### config.mk
export PLATFORM = sky130hd
export DESIGN_NAME = selective_repeat_receiver_core
export DESIGN_NICKNAME = d
export VERILOG_FILES = /design/src/rtl/core/srr_pkg.sv /design/src/rtl/core/srr_front.sv /design/src/rtl/core/srr_back.sv /design/src/rtl/core/selective_repeat_receiver_core.sv
export SDC_FILE = /design/constraint.sdc
export NUM_CORES = 1
export LEC_CHECK = 0
export BUFFER_PORTS_ARGS = -buffer_cell sky130_fd_sc_hd__buf_4
export CORE_MARGIN = 2
export CORE_UTILIZATION = 40
export CTS_CLUSTER_SIZE = 28
export DETAILED_ROUTE_END_ITERATION = 8
export RECOVER_POWER = 25
export SYNTH_ARGS = -nofsm -noshare
export SYNTH_HDL_FRONTEND = slang
export SYNTH_HIERARCHICAL = 1
export SYNTH_SLANG_ARGS = --single-unit
### constraint.sdc
create_clock -name i_clk -period 13.3 [get_ports i_clk]
set_input_delay 2.66 -clock i_clk [delete_from_list [all_inputs] [get_ports i_clk]]
set_output_delay 2.66 -clock i_clk [all_outputs]
set_load 0.02 [all_outputs]
### src/rtl/core/srr_pkg.sv
package srr_pkg;

    // Default configuration
    localparam int SEQ_BITS_DEF     = 3;
    localparam int WINDOW_DEF       = 4;
    localparam int PAYLOAD_BITS_DEF = 32;

    // Packet queue between front and back
    localparam int Q_DEPTH = 2;
    localparam int Q_AW    = 1;
    localparam int Q_CW    = 2;

    // Result kinds
    localparam logic KIND_ACK     = 1'b0;
    localparam logic KIND_DELIVER = 1'b1;

    // Back-end status seen by the top level
    typedef struct packed {
        logic in_deliver;
        logic base_received;
    } t_back_status;

endpackage

### src/rtl/core/srr_front.sv
module srr_front #(
    parameter int SEQ_BITS     = srr_pkg::SEQ_BITS_DEF,
    parameter int PAYLOAD_BITS = srr_pkg::PAYLOAD_BITS_DEF
) (
    input  logic                    i_clk,
    input  logic                    i_rst_n,
    input  logic                    push,
    output logic                    full,
    input  logic [SEQ_BITS-1:0]     i_seq_number,
    input  logic                    i_checksum_ok,
    input  logic [PAYLOAD_BITS-1:0] i_payload_word,
    output logic                    o_q_valid,
    input  logic                    i_q_pop,
    output logic [SEQ_BITS-1:0]     o_q_seq,
    output logic [PAYLOAD_BITS-1:0] o_q_pay
);

    logic [SEQ_BITS-1:0]            r_q_seq [srr_pkg::Q_DEPTH];
    logic [PAYLOAD_BITS-1:0]        r_q_pay [srr_pkg::Q_DEPTH];
    logic [srr_pkg::Q_AW-1:0]       r_wp, n_wp;
    logic [srr_pkg::Q_AW-1:0]       r_rp, n_rp;
    logic [srr_pkg::Q_CW-1:0]       r_cnt, n_cnt;
    logic                           enq;
    logic                           deq;

    // Corrupt packets are consumed here and never reach the window logic
    assign full      = (r_cnt == srr_pkg::Q_CW'(srr_pkg::Q_DEPTH));
    assign enq       = push && !full && i_checksum_ok;
    assign deq       = i_q_pop && o_q_valid;
    assign o_q_valid = (r_cnt != '0);
    assign o_q_seq   = r_q_seq[r_rp];
    assign o_q_pay   = r_q_pay[r_rp];

    // Pointer and fill count update
    always_comb begin
        n_wp  = enq ? r_wp + 1'b1 : r_wp;
        n_rp  = deq ? r_rp + 1'b1 : r_rp;
        n_cnt = r_cnt;
        if (enq && !deq) begin
            n_cnt = r_cnt + 1'b1;
        end else if (deq && !enq) begin
            n_cnt = r_cnt - 1'b1;
        end
    end

    always_ff @(posedge i_clk) begin
        if (!i_rst_n) begin
            r_wp  <= '0;
            r_rp  <= '0;
            r_cnt <= '0;
        end else begin
            r_wp  <= n_wp;
            r_rp  <= n_rp;
            r_cnt <= n_cnt;
        end
    end

    // Queue storage
    always_ff @(posedge i_clk) begin
        if (enq) begin
            r_q_seq[r_wp] <= i_seq_number;
            r_q_pay[r_wp] <= i_payload_word;
        end
    end

endmodule

### src/rtl/core/srr_back.sv
module srr_back #(
    parameter int SEQ_BITS     = srr_pkg::SEQ_BITS_DEF,
    parameter int WINDOW       = srr_pkg::WINDOW_DEF,
    parameter int PAYLOAD_BITS = srr_pkg::PAYLOAD_BITS_DEF
) (
    input  logic                    i_clk,
    input  logic                    i_rst_n,
    input  logic                    i_q_valid,
    output logic                    o_q_pop,
    input  logic [SEQ_BITS-1:0]     i_q_seq,
    input  logic [PAYLOAD_BITS-1:0] i_q_pay,
    input  logic                    i_out_pop,
    output logic                    o_out_valid,
    output logic                    o_kind,
    output logic [SEQ_BITS-1:0]     o_num,
    output logic [PAYLOAD_BITS-1:0] o_data,
    output logic                    o_last,
    output srr_pkg::t_back_status   o_status
);

    localparam int RING  = 1 << SEQ_BITS;
    localparam int LIMIT = (WINDOW < RING) ? WINDOW : RING;
    localparam int CNT_W = $clog2(LIMIT + 1);
    localparam logic [CNT_W-1:0] LIMIT_M1 = CNT_W'(LIMIT - 1);

    typedef enum logic [2:0] {
        S_IDLE  = 3'b001,
        S_READ  = 3'b010,
        S_DELIV = 3'b100
    } t_state;

    t_state                  r_state, n_state;
    logic [SEQ_BITS-1:0]     r_base, n_base;
    logic [RING-1:0]         r_rcv, n_rcv;
    logic [CNT_W-1:0]        r_cnt, n_cnt;
    logic [PAYLOAD_BITS-1:0] r_mem [RING];
    logic [PAYLOAD_BITS-1:0] r_rd_data;
    logic [SEQ_BITS-1:0]     rd_addr;
    logic                    we;

    logic                    r_out_valid;
    logic                    r_out_kind, n_out_kind;
    logic [SEQ_BITS-1:0]     r_out_num, n_out_num;
    logic [PAYLOAD_BITS-1:0] r_out_data, n_out_data;
    logic                    r_out_last, n_out_last;
    logic                    out_load;
    logic                    out_free;

    logic [SEQ_BITS-1:0]     ahead;
    logic [SEQ_BITS-1:0]     behind;
    logic                    in_win;
    logic                    in_prev;
    logic                    fire;
    logic                    more;
    logic [SEQ_BITS-1:0]     base_nx;

    // Window classification against the current base
    assign ahead   = i_q_seq - r_base;
    assign behind  = r_base - i_q_seq;
    assign in_win  = (32'(ahead) < 32'(WINDOW));
    assign in_prev = (behind != '0) && (32'(behind) <= 32'(WINDOW));

    assign out_free = !r_out_valid || i_out_pop;
    assign o_q_pop  = (r_state == S_IDLE) && i_q_valid && out_free;
    assign base_nx  = r_base + 1'b1;
    assign fire     = (r_state == S_DELIV) && out_free;
    assign more     = (r_cnt < LIMIT_M1) && r_rcv[base_nx];
    assign we       = o_q_pop && in_win;
    assign rd_addr  = fire ? base_nx : r_base;

    // Sequencer: acknowledge, then drain consecutive slots from the base once the base slot arrives
    always_comb begin
        n_state    = r_state;
        n_base     = r_base;
        n_rcv      = r_rcv;
        n_cnt      = r_cnt;
        out_load   = 1'b0;
        n_out_kind = r_out_kind;
        n_out_num  = r_out_num;
        n_out_data = r_out_data;
        n_out_last = r_out_last;
        unique case (r_state)
            S_IDLE: begin
                if (o_q_pop && (in_win || in_prev)) begin
                    out_load   = 1'b1;
                    n_out_kind = srr_pkg::KIND_ACK;
                    n_out_num  = i_q_seq;
                    n_out_data = i_q_pay;
                    n_out_last = 1'b1;
                    if (in_win) begin
                        n_rcv[i_q_seq] = 1'b1;
                        if (i_q_seq == r_base) begin
                            n_out_last = 1'b0;
                            n_cnt      = '0;
                            n_state    = S_READ;
                        end
                    end
                end
            end
            S_READ: begin
                n_state = S_DELIV;
            end
            S_DELIV: begin
                if (fire) begin
                    out_load      = 1'b1;
                    n_out_kind    = srr_pkg::KIND_DELIVER;
                    n_out_num     = r_base;
                    n_out_data    = r_rd_data;
                    n_out_last    = !more;
                    n_rcv[r_base] = 1'b0;
                    n_base        = base_nx;
                    n_cnt         = r_cnt + 1'b1;
                    if (!more) begin
                        n_state = S_IDLE;
                    end
                end
            end
            default: begin
                n_state = S_IDLE;
            end
        endcase
    end

    always_ff @(posedge i_clk) begin
        if (!i_rst_n) begin
            r_state     <= S_IDLE;
            r_base      <= '0;
            r_rcv       <= '0;
            r_cnt       <= '0;
            r_out_valid <= 1'b0;
        end else begin
            r_state     <= n_state;
            r_base      <= n_base;
            r_rcv       <= n_rcv;
            r_cnt       <= n_cnt;
            r_out_valid <= out_load || (r_out_valid && !i_out_pop);
        end
    end

    // Result register
    always_ff @(posedge i_clk) begin
        r_out_kind <= n_out_kind;
        r_out_num  <= n_out_num;
        r_out_data <= n_out_data;
        r_out_last <= n_out_last;
    end

    // Slot payload memory, registered read
    always_ff @(posedge i_clk) begin
        if (we) begin
            r_mem[i_q_seq] <= i_q_pay;
        end
        r_rd_data <= r_mem[rd_addr];
    end

    assign o_out_valid = r_out_valid;
    assign o_kind      = r_out_kind;
    assign o_num       = r_out_num;
    assign o_data      = r_out_data;
    assign o_last      = r_out_last;

    assign o_status.in_deliver    = (r_state == S_DELIV);
    assign o_status.base_received = r_rcv[r_base];

endmodule

### src/rtl/core/selective_repeat_receiver_core.sv
// An acknowledgement passes the packet queue and then the result register to the ports.
// Throughput: the single back-end sequencer handles one packet at a time; a packet
// that is dropped, re-acknowledged or buffered out of order needs only that pass, while
// one at the window base also releases its run of slots, one result per cycle while the
// result register is free, after the S_READ state for the registered slot-memory read.
// Reset: synchronous, active low; clears the window base, received flags and queues.
module selective_repeat_receiver_core #(
    parameter int SEQ_BITS     = srr_pkg::SEQ_BITS_DEF,
    parameter int WINDOW       = srr_pkg::WINDOW_DEF,
    parameter int PAYLOAD_BITS = srr_pkg::PAYLOAD_BITS_DEF
) (
    input  logic                    i_clk,
    input  logic                    i_rst_n,
    input  logic                    push,
    output logic                    full,
    input  logic [SEQ_BITS-1:0]     i_seq_number,
    input  logic                    i_checksum_ok,
    input  logic [PAYLOAD_BITS-1:0] i_payload_word,
    output logic                    empty,
    input  logic                    pop,
    output logic                    o_result_kind,
    output logic [SEQ_BITS-1:0]     o_ack_number,
    output logic [PAYLOAD_BITS-1:0] o_data_word,
    output logic                    o_last
);

    logic                    q_valid;
    logic                    q_pop;
    logic [SEQ_BITS-1:0]     q_seq;
    logic [PAYLOAD_BITS-1:0] q_pay;
    logic                    out_valid;
    srr_pkg::t_back_status   status;

    // Packet intake and filtering
    srr_front #(
        .SEQ_BITS     (SEQ_BITS),
        .PAYLOAD_BITS (PAYLOAD_BITS)
    ) u_front (
        .i_clk          (i_clk),
        .i_rst_n        (i_rst_n),
        .push           (push),
        .full           (full),
        .i_seq_number   (i_seq_number),
        .i_checksum_ok  (i_checksum_ok),
        .i_payload_word (i_payload_word),
        .o_q_valid      (q_valid),
        .i_q_pop        (q_pop),
        .o_q_seq        (q_seq),
        .o_q_pay        (q_pay)
    );

    // Window logic and result generation
    srr_back #(
        .SEQ_BITS     (SEQ_BITS),
        .WINDOW       (WINDOW),
        .PAYLOAD_BITS (PAYLOAD_BITS)
    ) u_back (
        .i_clk       (i_clk),
        .i_rst_n     (i_rst_n),
        .i_q_valid   (q_valid),
        .o_q_pop     (q_pop),
        .i_q_seq     (q_seq),
        .i_q_pay     (q_pay),
        .i_out_pop   (pop),
        .o_out_valid (out_valid),
        .o_kind      (o_result_kind),
        .o_num       (o_ack_number),
        .o_data      (o_data_word),
        .o_last      (o_last),
        .o_status    (status)
    );

    assign empty = !out_valid;

    // Delivery only runs while the slot at the base holds a payload
    a_deliver_base: assert property (@(posedge i_clk) disable iff (!i_rst_n)
        status.in_deliver |-> status.base_received)
        else $error("delivery with base slot not received");

    // A packet leaves the queue only when the result register can take its ack
    a_pop_room: assert property (@(posedge i_clk) disable iff (!i_rst_n)
        (q_pop && q_valid) |-> (empty || pop))
        else $error("queue popped with result register blocked");

    // No packet is taken from the queue while a delivery run is in progress
    a_no_pop_deliver: assert property (@(posedge i_clk) disable iff (!i_rst_n)
        status.in_deliver |-> !q_pop)
        else $error("queue popped during delivery");

    // After reset both sides are idle
    a_reset_idle: assert property (@(posedge i_clk)
        !i_rst_n |=> (empty && !full))
        else $error("not idle after reset");

endmodule
==> impl_metrics.json <==
{
  "clock-sinks": 418,
  "ctsRootBufferMaster": "clkbuf_16",
  "required_ns": 13.43,
  "switchingPower_w": 0.000866,
  "ir_drop_mv": 0.103,
  "cts_inserted_buffers": 44,
  "cts_tree": "built",
  "num_antenna_cells": 0,
  "status": "finished with violations",
  "postCtsSetupRepairBufs": 0,
  "worstSetupEndpointType": "flip-flop",
  "cts_resized": 0,
  "clock_latency_ns": 0.56,
  "synth.avg_cell_area_um2": 16.8,
  "violations": "capacitance limit, slew limit",
  "grt_pass1_vias": 9836,
  "grt_first_pass_wirelength_mm": 56.3,
  "antenna_found_initial": 0,
  "power_frac_clock_pct": 34.7,
  "drc": 0,
  "io_pins": 79,
  "p_comb_share_pct": 14.6,
  "critical_path_class": "reg2reg",
  "core-area_mm2": 0.0454,
  "final_hold_viol_count": 0,
  "fp.dieArea_mm2": 0.0476,
  "rsz0062_at_grt": "no",
  "clock_skew_ns": 0.0119,
  "drv_cap": 1,
  "critPathLaunchType": "flip-flop",
  "place_congestion": 0.733,
  "viasPerCell": 5.24,
  "grt-ovfl-total": 0,
  "cts.reportedPaths.clkPinSlew_ns": 0.06,
  "yosys_warnings": 6,
  "setup_viol_count_final": 0,
  "placed_cell_area_mm2": 0.0196,
  "power_frac_seq_pct": 50.7,
  "finalSetupTns_ns": 0,
  "core.rowCount": 78,
  "numPortBuffers": 78,
  "reg2regPathDepth": 8,
  "wl_mm": 36.7,
  "start_util_pct": 40.4,
  "layout.nets": 1221,
  "die_w_um": 218,
  "drt.antenna.violating_nets": 0,
  "drive_above_1_share_pct": 21.3,
  "grt_max_degree": 61,
  "power_density_mw_per_mm2": 161,
  "first_pass_iters": 6,
  "final_area_mm2": 0.0210,
  "die_h_um": 218,
  "slew_headroom_pct": -31.9,
  "vias": 9484,
  "synth_area_mm2": 0.0184,
  "hpwlAfterDp_mm": 20.4,
  "period_minus_slack_ns": 5.15,
  "cts_hold_buf": 0,
  "drv_slew": 36,
  "swShare_pct": 25.7,
  "syn-num-nets": 1140,
  "syn_inst": 1093,
  "cts.path.max_buffers": 3,
  "fmax_ghz": 0.194,
  "period_share_pct": 38.8,
  "final_common_cell": "edfxtp_1",
  "final_cell_mix": "edfxtp_1, mux2i_1, nand2_1",
  "wl_per_cell_um": 20.3,
  "syn_to_final_growth_pct": 14.2,
  "power_leakage_nw": 6.79,
  "arrival_ns": 5.29,
  "grt_usage_pct": 15.6,
  "hp-class": "reg2reg",
  "htreeDepth": 2,
  "first_iter_violations": 430,
  "worstMarginPinSlew_ns": 1.98,
  "cp_max_fo": 37,
  "hold-path-cell-count": 2,
  "internal_power_w": 0.00251
}
==> layer usage <==
layer	vias up	wire (um)	global-route usage, %
met2	146	18500	27.2
met1	4855	16200	20.1
met4	0	748	4.35
li1	4426	-	-
met3	57	1240	2.48
met5	-	0	0
==> layout make-up <==
cell class | count | area [um2]
Fill cell | 3901 | 24400
Sequential cell | 418 | 12000
Tap cell | 600 | 751
Multi-Input combinational cell | 602 | 6040
Clock buffer | 68 | 1260
Inverter | 10 | 40.0
Clock inverter | 14 | 124
Timing Repair Buffer | 98 | 736
==> flip-flops by register name, summed over array words and instances, names as in the netlist, named ones only <==
| register | cells |
|---|---|
| u_back/r_cnt | 3 |
| u_back/o_data | 32 |
| u_back/r_mem | 256 |
| u_back/r_state | 3 |
| u_front/r_cnt | 2 |
| u_front/r_q_seq | 6 |
| u_back/r_base | 3 |
| u_back/o_last | 1 |
| u_back/o_num | 3 |
| u_front/r_q_pay | 64 |
| u_front/r_rp | 1 |
| u_back/o_kind | 1 |
| u_back/r_rd_data | 32 |
| u_back/o_out_valid | 1 |
| u_back/r_rcv | 8 |
| u_front/r_wp | 1 |
==> per-stage QoR <==
step	std cells	hold slack, ns	utilization, %	power, W	setup slack, ns
floorplan	1093	0.435	-	0.00202	6.24
global placement	1728	0.454	43.1	0.00224	7.84
detailed placement	1728	0.469	43.1	0.00225	7.78
CTS	1810	0.477	46.2	0.00343	8.35
global route	1810	0.500	46.2	0.00352	7.70
finish	1810	0.477	46.2	0.00337	8.15
==> power groups by stage <==
stage,clock [W],combinational [W],sequential [W]
after floorplan,0,0.000248,0.00178
after global placement,0,0.000502,0.00174
after detailed placement,0,0.000512,0.00174
after CTS,0.00121,0.000513,0.00171
after global routing,0.00126,0.000539,0.00172
final,0.00117,0.000494,0.00171
==> critical path, cell delays in order, from the launching register on <==
cell and delay, ns:
dfxtp_1 1.64, mux2_2 0.54, inv_1 0.24, ha_1 0.32, nor2b_1 0.16, o21a_1 0.19
o21ai_2 0.50, o311ai_0 0.33, or2_2 0.77
==> path summary, 6_finish.rpt <==
path	startpoint	end	slack, ns
worst max-delay path	flip-flop	u_back/o_data[13]$_DFFE_PP_	8.15
worst min-delay path	u_back/r_cnt[1]$_SDFFE_PN0P_	u_back/r_cnt[1]$_SDFFE_PN0P_	0.48
worst max register to register	flip-flop	u_back/o_data[13]$_DFFE_PP_	8.15
worst min register to register	u_back/r_cnt[1]$_SDFFE_PN0P_	u_back/r_cnt[1]$_SDFFE_PN0P_	0.48
No activity file was read; power rests on OpenSTA's default activity.
